`config.mk`:
```
export PLATFORM = sky130hd
export DESIGN_NAME = bresenham_line_generator
export DESIGN_NICKNAME = d
export VERILOG_FILES = /design/src/hdl/blg_pkg.sv /design/src/hdl/blg_front.sv /design/src/hdl/blg_queue.sv /design/src/hdl/blg_back.sv /design/src/hdl/bresenham_line_generator.sv
export SDC_FILE = /design/constraint.sdc
export NUM_CORES = 1
export LEC_CHECK = 0
export ABC_CLOCK_PERIOD_IN_PS = 6700
export BUFFER_PORTS_ARGS = -buffer_cell sky130_fd_sc_hd__buf_2
export CORE_ASPECT_RATIO = 1.1
export CORE_MARGIN = 10
export CORE_UTILIZATION = 35
export DETAILED_ROUTE_END_ITERATION = 12
export GPL_TIMING_DRIVEN = 0
export MAX_ROUTING_LAYER = met4
export PLACE_DENSITY = 0.5
export SLEW_MARGIN = 40
export SYNTH_ARGS = -nofsm -noshare
export SYNTH_HDL_FRONTEND = slang
export SYNTH_SLANG_ARGS = --single-unit
export TNS_END_PERCENT = 30
```
`constraint.sdc`:
```
create_clock -name clock -period 6.7 [get_ports clock]
set_input_delay 0.67 -clock clock [delete_from_list [all_inputs] [get_ports clock]]
set_output_delay 0.67 -clock clock [all_outputs]
set_load 0.03 [all_outputs]
```
`src/hdl/blg_pkg.sv`:
```
`timescale 1ns / 1ps
`default_nettype none

package blg_pkg;

   localparam int COORD_BITS    = 11;
   localparam int ERR_BITS      = COORD_BITS + 3;
   localparam int REQ_DATA_BITS = ((4 * COORD_BITS + 7) / 8) * 8;
   localparam int RSP_DATA_BITS = ((2 * COORD_BITS + 7) / 8) * 8;
   localparam int QUEUE_DEPTH   = 2;
   localparam int QPTR_BITS     = $clog2(QUEUE_DEPTH);
   localparam int QCNT_BITS     = $clog2(QUEUE_DEPTH + 1);

   localparam logic MODE_START = 1'b0;
   localparam logic MODE_STEP  = 1'b1;

   typedef logic [COORD_BITS-1:0] coord_type;
   typedef logic signed [ERR_BITS-1:0] err_type;

   typedef struct packed {
      logic      is_start;
      coord_type x_start;
      coord_type y_start;
      coord_type x_end;
      coord_type y_end;
      coord_type delta_x;
      coord_type delta_y;
      logic      steep;
      logic      x_negative;
      logic      y_negative;
      err_type   error_init;
   } cmd_type;

endpackage

`default_nettype wire

```
`src/hdl/blg_front.sv`:
```
`timescale 1ns / 1ps
`default_nettype none

module blg_front
   import blg_pkg::*;
(
   input  wire logic      clock,
   input  wire logic      reset,
   input  wire logic      in_valid,
   output logic           in_ready,
   input  wire logic      in_mode,
   input  wire coord_type in_x_start,
   input  wire coord_type in_y_start,
   input  wire coord_type in_x_end,
   input  wire coord_type in_y_end,
   output logic           cmd_valid,
   input  wire logic      cmd_ready,
   output cmd_type        cmd
);

   logic    valid_ff, valid_in;
   cmd_type cmd_ff, cmd_in;
   logic    x_neg, y_neg, steep;
   coord_type dx, dy, major, minor;

   always_comb begin
      x_neg = in_x_start > in_x_end;
      y_neg = in_y_start > in_y_end;
      dx    = x_neg ? in_x_start - in_x_end : in_x_end - in_x_start;
      dy    = y_neg ? in_y_start - in_y_end : in_y_end - in_y_start;
      steep = !(dy < dx);
      major = steep ? dy : dx;
      minor = steep ? dx : dy;

      cmd_in.is_start   = (in_mode == MODE_START);
      cmd_in.x_start    = in_x_start;
      cmd_in.y_start    = in_y_start;
      cmd_in.x_end      = in_x_end;
      cmd_in.y_end      = in_y_end;
      cmd_in.delta_x    = dx;
      cmd_in.delta_y    = dy;
      cmd_in.steep      = steep;
      cmd_in.x_negative = x_neg;
      cmd_in.y_negative = y_neg;
      cmd_in.error_init = $signed({2'b00, minor, 1'b0}) - $signed({3'b000, major});
   end

   assign in_ready  = !valid_ff || cmd_ready;
   assign cmd_valid = valid_ff;
   assign cmd       = cmd_ff;

   always_comb begin
      valid_in = valid_ff;
      if (in_ready) begin
         valid_in = in_valid;
      end
   end

   always_ff @(posedge clock) begin
      if (reset) begin
         valid_ff <= 1'b0;
      end else begin
         valid_ff <= valid_in;
      end
   end

   always_ff @(posedge clock) begin
      if (in_valid && in_ready) begin
         cmd_ff <= cmd_in;
      end
   end

endmodule

`default_nettype wire

```
`src/hdl/blg_queue.sv`:
```
`timescale 1ns / 1ps
`default_nettype none

module blg_queue
   import blg_pkg::*;
(
   input  wire logic    clock,
   input  wire logic    reset,
   input  wire logic    in_valid,
   output logic         in_ready,
   input  wire cmd_type in_cmd,
   output logic         out_valid,
   input  wire logic    out_ready,
   output cmd_type      out_cmd
);

   cmd_type                entry_ff [QUEUE_DEPTH];
   logic [QPTR_BITS-1:0]   wr_ptr_ff, wr_ptr_in;
   logic [QPTR_BITS-1:0]   rd_ptr_ff, rd_ptr_in;
   logic [QCNT_BITS-1:0]   count_ff, count_in;
   logic                   push, pop;

   assign in_ready  = (count_ff != QCNT_BITS'(QUEUE_DEPTH));
   assign out_valid = (count_ff != '0);
   assign out_cmd   = entry_ff[rd_ptr_ff];
   assign push      = in_valid && in_ready;
   assign pop       = out_valid && out_ready;

   always_comb begin
      wr_ptr_in = wr_ptr_ff;
      rd_ptr_in = rd_ptr_ff;
      count_in  = count_ff;
      if (push) begin
         wr_ptr_in = (wr_ptr_ff == QPTR_BITS'(QUEUE_DEPTH - 1)) ? '0 : wr_ptr_ff + 1'b1;
      end
      if (pop) begin
         rd_ptr_in = (rd_ptr_ff == QPTR_BITS'(QUEUE_DEPTH - 1)) ? '0 : rd_ptr_ff + 1'b1;
      end
      if (push && !pop) begin
         count_in = count_ff + 1'b1;
      end else if (pop && !push) begin
         count_in = count_ff - 1'b1;
      end
   end

   always_ff @(posedge clock) begin
      if (reset) begin
         wr_ptr_ff <= '0;
         rd_ptr_ff <= '0;
         count_ff  <= '0;
      end else begin
         wr_ptr_ff <= wr_ptr_in;
         rd_ptr_ff <= rd_ptr_in;
         count_ff  <= count_in;
      end
   end

   always_ff @(posedge clock) begin
      if (push) begin
         entry_ff[wr_ptr_ff] <= in_cmd;
      end
   end

endmodule

`default_nettype wire

```
`src/hdl/blg_back.sv`:
```
`timescale 1ns / 1ps
`default_nettype none

module blg_back
   import blg_pkg::*;
(
   input  wire logic    clock,
   input  wire logic    reset,
   input  wire logic    cmd_valid,
   output logic         cmd_ready,
   input  wire cmd_type cmd,
   output logic         out_valid,
   input  wire logic    out_ready,
   output coord_type    out_x,
   output coord_type    out_y,
   output logic         out_last
);

   coord_type cur_x_ff, cur_x_in, cur_y_ff, cur_y_in;
   coord_type stop_x_ff, stop_x_in, stop_y_ff, stop_y_in;
   coord_type delta_x_ff, delta_x_in, delta_y_ff, delta_y_in;
   err_type   error_ff, error_in;
   logic      steep_ff, steep_in, x_neg_ff, x_neg_in, y_neg_ff, y_neg_in;
   logic      active_ff, active_in;
   logic      valid_ff, valid_in;
   coord_type pix_x_ff, pix_x_in, pix_y_ff, pix_y_in;
   logic      last_ff, last_in;
   logic      pop, emit, last;
   coord_type major, minor, next_x, next_y;
   err_type   twice_major, twice_minor;

   assign cmd_ready = !valid_ff || out_ready;
   assign pop       = cmd_valid && cmd_ready;
   assign emit      = pop && !cmd.is_start && active_ff;
   assign out_valid = valid_ff;
   assign out_x     = pix_x_ff;
   assign out_y     = pix_y_ff;
   assign out_last  = last_ff;

   always_comb begin
      last        = steep_ff ? (cur_y_ff == stop_y_ff) : (cur_x_ff == stop_x_ff);
      major       = steep_ff ? delta_y_ff : delta_x_ff;
      minor       = steep_ff ? delta_x_ff : delta_y_ff;
      twice_major = $signed({2'b00, major, 1'b0});
      twice_minor = $signed({2'b00, minor, 1'b0});
      next_x      = x_neg_ff ? cur_x_ff - 1'b1 : cur_x_ff + 1'b1;
      next_y      = y_neg_ff ? cur_y_ff - 1'b1 : cur_y_ff + 1'b1;

      cur_x_in   = cur_x_ff;
      cur_y_in   = cur_y_ff;
      stop_x_in  = stop_x_ff;
      stop_y_in  = stop_y_ff;
      delta_x_in = delta_x_ff;
      delta_y_in = delta_y_ff;
      error_in   = error_ff;
      steep_in   = steep_ff;
      x_neg_in   = x_neg_ff;
      y_neg_in   = y_neg_ff;
      active_in  = active_ff;

      if (pop && cmd.is_start) begin
         cur_x_in   = cmd.x_start;
         cur_y_in   = cmd.y_start;
         stop_x_in  = cmd.x_end;
         stop_y_in  = cmd.y_end;
         delta_x_in = cmd.delta_x;
         delta_y_in = cmd.delta_y;
         error_in   = cmd.error_init;
         steep_in   = cmd.steep;
         x_neg_in   = cmd.x_negative;
         y_neg_in   = cmd.y_negative;
         active_in  = 1'b1;
      end else if (emit) begin
         if (last) begin
            active_in = 1'b0;
         end else begin
            if (steep_ff) begin
               cur_y_in = next_y;
            end else begin
               cur_x_in = next_x;
            end
            if (!error_ff[ERR_BITS-1]) begin
               if (steep_ff) begin
                  cur_x_in = next_x;
               end else begin
                  cur_y_in = next_y;
               end
               error_in = error_ff - twice_major + twice_minor;
            end else begin
               error_in = error_ff + twice_minor;
            end
         end
      end

      valid_in = valid_ff;
      pix_x_in = pix_x_ff;
      pix_y_in = pix_y_ff;
      last_in  = last_ff;
      if (cmd_ready) begin
         valid_in = emit;
         pix_x_in = cur_x_ff;
         pix_y_in = cur_y_ff;
         last_in  = last;
      end
   end

   always_ff @(posedge clock) begin
      if (reset) begin
         active_ff <= 1'b0;
         valid_ff  <= 1'b0;
      end else begin
         active_ff <= active_in;
         valid_ff  <= valid_in;
      end
   end

   always_ff @(posedge clock) begin
      cur_x_ff   <= cur_x_in;
      cur_y_ff   <= cur_y_in;
      stop_x_ff  <= stop_x_in;
      stop_y_ff  <= stop_y_in;
      delta_x_ff <= delta_x_in;
      delta_y_ff <= delta_y_in;
      error_ff   <= error_in;
      steep_ff   <= steep_in;
      x_neg_ff   <= x_neg_in;
      y_neg_ff   <= y_neg_in;
      pix_x_ff   <= pix_x_in;
      pix_y_ff   <= pix_y_in;
      last_ff    <= last_in;
   end

endmodule

`default_nettype wire

```
`src/hdl/bresenham_line_generator.sv`:
```
`timescale 1ns / 1ps
`default_nettype none

// Channel   Direction  Word contents
// req       in         tuser: mode; tdata: x_start, y_start, x_end, y_end
// rsp       out        tdata: pixel_x, pixel_y; tlast: last_pixel
//
// One word is accepted per cycle while req_tready is high; each step word's pixel
// passes through the decode register, the two-entry command queue and the output
// register.
// Synchronous reset clears the handshakes, the queue and the line-active flag.
// A stalled rsp side fills the queue before req_tready drops.

module bresenham_line_generator
   import blg_pkg::*;
(
   input  wire logic                     clock,
   input  wire logic                     reset,
   input  wire logic                     req_tvalid,
   output logic                          req_tready,
   // Fields from bit 0: x_start, y_start, x_end, y_end.
   input  wire logic [REQ_DATA_BITS-1:0] req_tdata,
   // Fields from bit 0: mode.
   input  wire logic [0:0]               req_tuser,
   output logic                          rsp_tvalid,
   input  wire logic                     rsp_tready,
   // Fields from bit 0: pixel_x, pixel_y.
   output logic [RSP_DATA_BITS-1:0]      rsp_tdata,
   output logic                          rsp_tlast
);

   logic      front_valid, q_ready, q_valid, q_pop_ready;
   cmd_type   front_cmd, q_cmd;
   coord_type pix_x, pix_y;

   blg_front u_front (
      .clock      (clock),
      .reset      (reset),
      .in_valid   (req_tvalid),
      .in_ready   (req_tready),
      .in_mode    (req_tuser[0]),
      .in_x_start (req_tdata[COORD_BITS-1:0]),
      .in_y_start (req_tdata[2*COORD_BITS-1:COORD_BITS]),
      .in_x_end   (req_tdata[3*COORD_BITS-1:2*COORD_BITS]),
      .in_y_end   (req_tdata[4*COORD_BITS-1:3*COORD_BITS]),
      .cmd_valid  (front_valid),
      .cmd_ready  (q_ready),
      .cmd        (front_cmd)
   );

   blg_queue u_queue (
      .clock     (clock),
      .reset     (reset),
      .in_valid  (front_valid),
      .in_ready  (q_ready),
      .in_cmd    (front_cmd),
      .out_valid (q_valid),
      .out_ready (q_pop_ready),
      .out_cmd   (q_cmd)
   );

   blg_back u_back (
      .clock     (clock),
      .reset     (reset),
      .cmd_valid (q_valid),
      .cmd_ready (q_pop_ready),
      .cmd       (q_cmd),
      .out_valid (rsp_tvalid),
      .out_ready (rsp_tready),
      .out_x     (pix_x),
      .out_y     (pix_y),
      .out_last  (rsp_tlast)
   );

   assign rsp_tdata = {{(RSP_DATA_BITS - 2 * COORD_BITS){1'b0}}, pix_y, pix_x};

   // A start command consumed while the output drains leaves no pixel behind.
   a_start_no_pixel: assert property (@(posedge clock) disable iff (reset)
      q_valid && q_pop_ready && q_cmd.is_start && (!rsp_tvalid || rsp_tready)
      |=> !rsp_tvalid)
      else $error("start command produced a pixel");

   // The decode register holds its command while the queue is full.
   a_front_holds: assert property (@(posedge clock) disable iff (reset)
      front_valid && !q_ready |=> front_valid && $stable(front_cmd))
      else $error("decoded command lost while queue full");

   // The back end takes no command while a pixel waits unaccepted.
   a_back_stall: assert property (@(posedge clock) disable iff (reset)
      rsp_tvalid && !rsp_tready |-> !q_pop_ready)
      else $error("command consumed while output stalled");

   // No word leaves in the cycle after reset.
   a_reset_idle: assert property (@(posedge clock)
      reset |=> !rsp_tvalid && !q_valid)
      else $error("output or queue valid after reset");

endmodule

`default_nettype wire

```
; After elaboration in Yosys (flattened, before gate mapping)
; Memories as Yosys holds them, arrays and structs flattened. A register that Yosys moved wholly into a read port is not among the register bits.
; Cells that the tools add are included.
[totals]
out_inout_bits = 27
word_cells = 113
ram_bits = 168
n_memories = 1
reg_bits = 197
input_bits = 53
[mem_list]
columns = memory, depth, width, read_ports, rd_ports_with_merged_regs, wr, line_no
row1 = u_queue.entry_ff, 2, 84, 1, 1, 1, blg_queue.sv:17  ; cmd_type entry_ff [QUEUE_DEPTH];
[op_classes]
order_cmp = 3
n_addsub = 16
mux = 36
reduce_logical = 22
n_eq_ne = 4
bitwise_logic = 1
[op_table]
columns = op, n
row1 = $mux 11, 20
row2 = $mux 14, 4
row3 = $sub 11x11->11, 4
row4 = $add 14x13->14, 2
row5 = $add 11x1->11 const B, 2
row6 = $eq 11x11->1, 2
row7 = $gt 11x11->1, 2
row8 = $sub 11x1->11 const B, 2
row9 = $sub 14x13->14, 1
row10 = $sub 12x11->13, 1
row11 = $lt 11x11->1, 1
row12 = $mux 1, 10
row13 = $logic_and 1x1->1, 8
row14 = $reduce_bool 2->1, 4
row15 = $logic_not 1->1, 6
row16 = $mux 2, 2
row17 = $ne 2x2->1 const B, 2
row18 = $reduce_and 2->1, 2
row19 = $add 1x1->1 const B, 2
row20 = $add 2x1->2 const B, 1
row21 = $logic_or 1x1->1, 2
row22 = $sub 2x1->2 const B, 1
row23 = $not 1->1, 1

; Depth between registers and ports, before layout
; Gate-level depths: netlist of the first run.
[depth]
ltp_word = 8
mapped_depth = 32
mapped_depth_nobuf = 30

; Hierarchy
; From an unflattened synthesis of the first run, not the netlist that was laid out.
[hier_totals]
hier_cells = 1414
hier_area_um2 = 18569.1
[modules_own_cells]
columns = module, area_each_um2, seq_area_each_um2, instances, cells_each
row1 = blg_back, 6697.7, 3193.1, 1, 622
row2 = blg_queue, 6298.5, 5144.9, 1, 285
row3 = blg_front, 5554.1, 2512.4, 1, 504
row4 = bresenham_line_generator, 18.8, 0.0, 1, 3

; Worst setup path before layout of the first run
; OpenSTA, ideal clock, no wires.
[synth_timing]
path_type = input to register
start = input port req_tdata[1]
end = register u_front.cmd_ff (netlist bit u_front.cmd[7]), data pin
t_required_ps = 6440
arrival_ps = 6605
path_stages = 27
slack_ps = -164
path_buffers = 1
setup_time_ps = 260
path_cell_list = inv_1 > ha_1 > nor2b_4 > o31a_4 > nor4_4 > nor3_2 > o31ai_4 > mux2_2 > a221o_1 > a31oi_1 > xnor2_1 > inv_1 > ha_1 > nand4_1 > nor3_1 > a21oi_1 > nand2_1 > clkbuf_1 > mux2_2 > ha_1 > and3_1 > and3_1 > o41a_1 > o21a_1 > or2_2 > a21o_1 > xor2_1
[synth_rtl]
columns = item, line_no
row1 = from (decl), bresenham_line_generator.sv:22  ; input wire logic [REQ_DATA_BITS-1:0] req_tdata,
row2 = to (signal assigned), blg_front.sv:69  ; cmd_ff <= cmd_in;
row3 = to (decl), blg_front.sv:22  ; cmd_type cmd_ff, cmd_in;

==> flow_summary.yaml, run 1 <==
power:
  powerDensity_mw_per_mm2: 501
  leakagePower_nw: 8.12
  p_total_mw: 10.5
  ir_drop_mv: 0.217
worst_hold_path:
  hold_depth: 1
  hold-path-endpoint: "u_front.cmd[60]$_DFFE_PP_"
  hold_path.class: "in -> reg"
  hp-start: "req_tdata[32]"
yosys:
  syn_area_per_cell_sq_um: 13.5
  synth_edf_count: 351
  synth_most_common_cell: "edfxtp_1"
  synth_ff_type: "edfxtp_1"
  synth_top_area_cell: "edfxtp_1"
  synth_area_leaders: "edfxtp_1 (59%), ha_1 (7.6%), mux2_2 (4.0%)"
  yosysSeqAreaShare_pct: 60.0
  async_flop_share_pct: 0
  syn_inst: 1323
  ys_warn_count: 0
  ys_types: 74
  synthTopCellsByCount: "edfxtp_1 (351), inv_1 (138), ha_1 (108)"
  yosysTopAreaCellShare_pct: 59.1
  syn_area_sq_mm: 0.0178
  ys_ff_latch: 359
sta:
  drv_slew: 0
  finalCritPeriodShare_pct: 98.0
  maxSlewHeadroom_pct: 47.7
  fin_setup_tns_ps: 0
  min_period_ps: 6570
  maxClockFrequency_ghz: 0.152
  rsz0062_at_grt: "yes"
  worst_clock_skew_ps: 18.5
  worstMarginPinSlew_ps: 784
  hold_violations: 0
  setup_viol: 0
critical_path:
  worst_setup_path_start_kind: "input port"
  ff2ff_setup_slack_ps: 1420
  r2r_end: "u_back.error_ff[11]$_DFFE_PP_"
  cpMaxStageDelayCell: "o41a_1"
  cp_max_fo: 8
  required_ps: 7070
  critical_path.max_stage_delay_ps: 400
  crit_path_end_kind: "flop"
  critPathKind: "in -> reg"
  worstRegToRegCells: 16
  critPathArrivalTime_ps: 6940
  r2r_start: "u_back.steep_ff$_DFFE_PP_"
run_status:
  status: "finished clean"
floorplan:
  core_sq_mm: 0.0503
  rows: 86
  die_area_sq_mm: 0.0604
  ios: 80
  die_w_microns: 235
  start_util_pct: 35.5
  die_y_microns: 257
final_layout:
  drive_gt1_share_pct: 18.9
  instances_no_fill: 2151
  nNetsFinal: 1646
  fill_cells: 4637
  final_core_util_pct: 41.6
  diodes: 0
  area_growth_pct: 17.4
placement:
  place_inst: 2069
  place.gp.congestion: 0.807
  io_buffers: 72
  dp_hpwl_microns: 31400
global_route:
  grt_pass1_vias: 10500
  grt_pass1_wl_microns: 63400
  grt_util_all_layers_pct: 13.9
  overflow: 0
  antenna_found_initial: 0
  grt_max_degree: 44
drt:
  dr_wl_met2_microns: 18600
  routed.top_layer: "met4"
  drc: 0
  drtIter0Drc: 632
  via_count: 10300
  wl_per_cell_microns: 19.3
  ant_nets: 0
  wl_met1_microns: 20400
  drt_wl_total_microns: 41400
  vias_per_cell: 4.81
  drt_pass1_iterations: 5
  dr_wl_met3_microns: 1440
clock_tree:
  root_buffer: "clkbuf_16"
  clkSlewWorstSetupHoldPaths_ps: 60
  clockBufferDepth: 3
  cts_buffers: 40
  clock_sinks: 359
  clk_latency_ps: 560
  htree_levels: 2
  cts_tree: "done"
flow_run:
  max_cap_viol_count: 0
[power by group]
part / internal, mW / switching, mW / total, mW
Clock: 1.28 / 0.877 / 2.15
Combinational: 2.04 / 2.74 / 4.78
Sequential: 3.26 / 0.284 / 3.55
[registers in the layout, indices dropped and copies added (netlist names), 2 cells and up, named ones only]
register and flops:
u_back.cur_y_ff 11, u_back.stop_x_ff 11, u_back.delta_x_ff 11, u_back.out_x 11, u_back.cur_x_ff 11, u_front.cmd 82, u_back.stop_y_ff 11, u_queue.count_ff 2
u_back.out_y 11, u_back.delta_y_ff 11, u_back.error_ff 13, u_queue.entry_ff 164
[what timing repair did]
item                       in CTS  in global routing
setup endpoints to repair       7                  5
cloned                          0                  0
hold buffers                    0                  0
buffers inserted                6                  8
gates resized for setup        14                 31
pin swaps                       3                  7
[how the worst max path moves through the flow]
| stage | start | end |
|---|---|---|
| 6_report | req_tdata[1] | u_front.cmd[11]$_DFFE_PP_ |
| 5_1_grt | req_tdata[1] | u_front.cmd[11]$_DFFE_PP_ |
| 4_1_cts | req_tdata[1] | u_front.cmd[11]$_DFFE_PP_ |
| 3_5_place_dp | req_tdata[1] | u_front.cmd[11]$_DFFE_PP_ |
| 3_3_place_gp | req_tdata[1] | u_front.cmd[11]$_DFFE_PP_ |
| 2_1_floorplan | req_tdata[1] | u_front.cmd[7]$_DFFE_PP_ |
[worst max-delay path: cells and delay by family]
kind	cells	cell delay, ps
AOI/OAI and AO/OA	9	2210
xor gates and xnor gates	2	440
adders and majority gates	3	880
buffers and inverters	4	480
muxes	2	590
and+or+nand+nor	10	1650
[layout by cell type (no fill, tap or decap), types with 7 or more instances in the layout]
master       n
edfxtp_1   351
ha_1       106
a211oi_1    24
or3_1        7
mux2i_1     59
nand2b_1     7
clkbuf_1    30
nor2_1      52
fa_1        19
nor3_1      11
buf_2       75
a21o_1      23
nor2b_1     18
a21oi_1     82
o21a_1       9
a31oi_1      9
nand3_1      9
buf_4       16
xor2_1      33
o21bai_1     7
xnor2_2      8
clkbuf_16   41
o21ai_0     45
dfxtp_1      8
xnor2_1     40
inv_1      138
nand2_1     48
mux2_2      62
[stage by stage]
stage	setup slack (ps)	cell area [sq um]	hold slack, ps
final	131	20900	310
after global routing	-120	20900	285
after CTS	12.1	20700	278
after detailed placement	-1220	19300	432
after global placement	-1320	19000	424
after floorplan	19.8	17800	421
[cells by family after synthesis]
group	after synthesis	synth area share, %
DFF	359	60.0
AOI/OAI and AO/OA	255	9.23
and+or+nand+nor	189	5.24
buffers and inverters	181	3.99
adders and majority gates	127	9.72
muxes	126	7.55
xor gates and xnor gates	85	4.22
other	1	0.0210
[per-layer routing]
layer	vias to the layer above	global-route usage, %
met4	0	4.16
met2	191	21.0
met3	55	2.36
met1	4969	18.8
met5	-	-
li1	5128	-
[layout make-up]
cell class	instances	area, sq um	area share [%]
clock buffer	50	1060	5.06
inverter	142	533	2.55
buffer	39	211	1.01
sequential	359	10700	51.1
clock inverter	17	204	0.974
multi-input combinational	784	6650	31.8
tap	660	826	3.95
timing repair buffer	100	746	3.56
No activity file was read; power rests on OpenSTA's default activity.
==> run 2: changes to the inputs <==
--- a/config.mk
+++ b/config.mk
@@ -5,7 +5,7 @@
 export SDC_FILE = /design/constraint.sdc
 export NUM_CORES = 1
 export LEC_CHECK = 0
-export ABC_CLOCK_PERIOD_IN_PS = 6700
+export ABC_CLOCK_PERIOD_IN_PS = 5300
 export BUFFER_PORTS_ARGS = -buffer_cell sky130_fd_sc_hd__buf_2
 export CORE_ASPECT_RATIO = 1.1
 export CORE_MARGIN = 10
@@ -17,5 +17,6 @@
 export SLEW_MARGIN = 40
 export SYNTH_ARGS = -nofsm -noshare
 export SYNTH_HDL_FRONTEND = slang
+export SYNTH_HIERARCHICAL = 1
 export SYNTH_SLANG_ARGS = --single-unit
 export TNS_END_PERCENT = 30
==> constraint.sdc (replaced) <==
create_clock -name clock -period 5.3 [get_ports clock]
set_input_delay 0.53 -clock clock [delete_from_list [all_inputs] [get_ports clock]]
set_output_delay 0.53 -clock clock [all_outputs]
set_load 0.03 [all_outputs]
==> run 2 against run 1 <==
The run now ends with setup timing left. Register-to-register slack got worse by 360 ps. First-iteration DRC count increased by 5.1%. Critical path type unchanged. Non-clock buffer count grew 66. Highest routed layer unchanged. Sequential share of layout area decreased by 3.5 points. Clock power rose by 14%. Flip-flop and latch count is 2 higher. Clock skew grew 1.7 ps. Largest cell class unchanged. Total power up 35%. Combinational power up 51%. Synthesized area increased by 3.6%. Setup slack got worse by 250 ps. Utilization increased by 1.6 points.
==> flow_summary.yaml, run 2 <==
drt:
  drtIter0Drc: 664
  drt_pass1_iterations: 5
  drc: 0
  wl_per_cell_microns: 19.1
  drt_wl_total_microns: 44100
  ant_nets: 0
  via_count: 11300
  vias_per_cell: 4.88
clock_tree:
  htree_levels: 2
  clk_latency_ps: 540
  ctsHoldBuffers: 0
  clkSlewWorstSetupHoldPaths_ps: 60
  cts_buffers: 37
  cts_tree: "done"
  clockBufferDepth: 3
  clock_sinks: 361
  root_buffer: "clkbuf_16"
floorplan:
  die_w_microns: 239
  die_area_sq_mm: 0.0624
  ios: 80
  die_y_microns: 261
  start_util_pct: 35.3
  rows: 88
  core_sq_mm: 0.0523
sta:
  setup_viol: 5
  finalCritPeriodShare_pct: 102
  worst_clock_skew_ps: 20.2
  fin_setup_tns_ps: -354
  drv_slew: 0
  maxSlewHeadroom_pct: 47.7
  maxClockFrequency_ghz: 0.184
  setup_slack_ps: -121
  min_period_ps: 5420
  worstMarginPinSlew_ps: 784
  rsz0062_at_grt: "yes"
  hold_violations: 0
critical_path:
  crit_path_end_kind: "flop"
  critPathKind: "in -> reg"
  required_ps: 5570
  cp_max_fo: 7
  worst_setup_path_start_kind: "input port"
  critPathArrivalTime_ps: 5690
final_layout:
  regMostFlops: "u_queue/entry_ff"
  final_common_cell: "edfxtp_1"
  drive_gt1_share_pct: 29.9
  largest_register_ffs: 166
  final_cell_mix: "edfxtp_1 (353), inv_1 (118), mux2_2 (96), a21oi_1 (90), buf_4 (87)"
  diodes: 0
  nNetsFinal: 1789
  final_core_util_pct: 43.2
  area_growth_pct: 22.4
global_route:
  grt_pass1_wl_microns: 68200
  overflow: 0
  grt_util_all_layers_pct: 14.5
  antenna_found_initial: 0
  grt_max_degree: 52
  grt_pass1_vias: 11500
power:
  ir_drop_mv: 0.218
  p_total_mw: 14.2
  powerDensity_mw_per_mm2: 627
  leakagePower_nw: 8.57
placement:
  dp_hpwl_microns: 32200
  place.gp.congestion: 0.843
  io_buffers: 73
yosys:
  syn_area_per_cell_sq_um: 13.1
  ys_warn_count: 6
  syn_area_sq_mm: 0.0185
  syn_inst: 1410
worst_hold_path:
  hold_path.class: "in -> reg"
run_status:
  failed_checks: "setup timing"
  status: "finished with violations"
flow_run:
  max_cap_viol_count: 0
run 2: power by group:
group / switching (mW) / total (mW) / internal, mW
sequential: 0.368 / 4.50 / 4.14
combinational: 4.03 / 7.22 / 3.19
clock: 1.08 / 2.46 / 1.39
total: 5.47 / 14.2 / 8.71
run 2: worst paths after layout:
check	startpoint	to	slack [ps]	cells after the start
max	req_tdata[18]	u_front/cmd[11]$_DFFE_PP_	-120	27
min	req_tdata[3]	u_front/cmd[75]$_DFFE_PP_	180	1
max reg2reg	u_back/steep_ff$_DFFE_PP_	u_back/error_ff[13]$_DFFE_PP_	1060	13
min reg2reg	u_front/cmd[51]$_DFFE_PP_	u_queue/entry_ff[0][51]$_DFFE_PP_	440	0
run 2: per-stage QoR:
stage | setup WS (ps) | cells | hold WS [ps] | cell area [sq um]
after global placement | -1370 | 2159 | 424 | 20000
after global routing | -310 | 2315 | 160 | 22600
final | -121 | 2315 | 183 | 22600
after floorplan | -140 | 1411 | 421 | 18700
after detailed placement | -1400 | 2167 | 431 | 20200
after CTS | -22.0 | 2301 | 164 | 22300
run 2: layout make-up:
type,count,area [sq um]
sequential,361,10800
inverter,144,576
timing repair buffer,168,1340
multi-input combinational,864,7680
clock inverter,19,141
clock buffer,47,995
buffer,37,279
fill,4775,29700
tap,675,845
run 2: repair_timing:
action / in CTS / in global routing
pin swaps: 57 / 46
buffers inserted: 70 / 15
gates resized for setup: 96 / 65
gates cloned: 2 / 0
endpoints found under the setup margin: 10 / 8
run 2: layer usage:
metal  global-route usage (%)  vias to the layer above  part of all wire [%]
met3                     1.74                       55                   3.4
met1                     19.5                     5479                    48
li1                         -                     5552                     -
met5                        -                        -                     0
met4                     4.44                        0                   2.4
met2                     22.5                      213                    46
run 2: worst max-delay path, stage by stage:
cell and delay [ps]:
buf_2 130, inv_1 50, ha_1 280, buf_6 120, nand4_1 190, nor4_2 380, a21oi_2 80, o21ai_4 120
buf_6 180, buf_4 110, a311oi_1 40, a31oi_1 230, xor2_2 300, ha_1 300, nand4_1 130, a211oi_2 50
or3_1 390, buf_6 150, buf_12 140, mux2i_1 140, ha_1 380, buf_4 170, a21oi_2 180, a311oi_4 130
a221o_1 380, a311oi_2 290, xor2_1 110
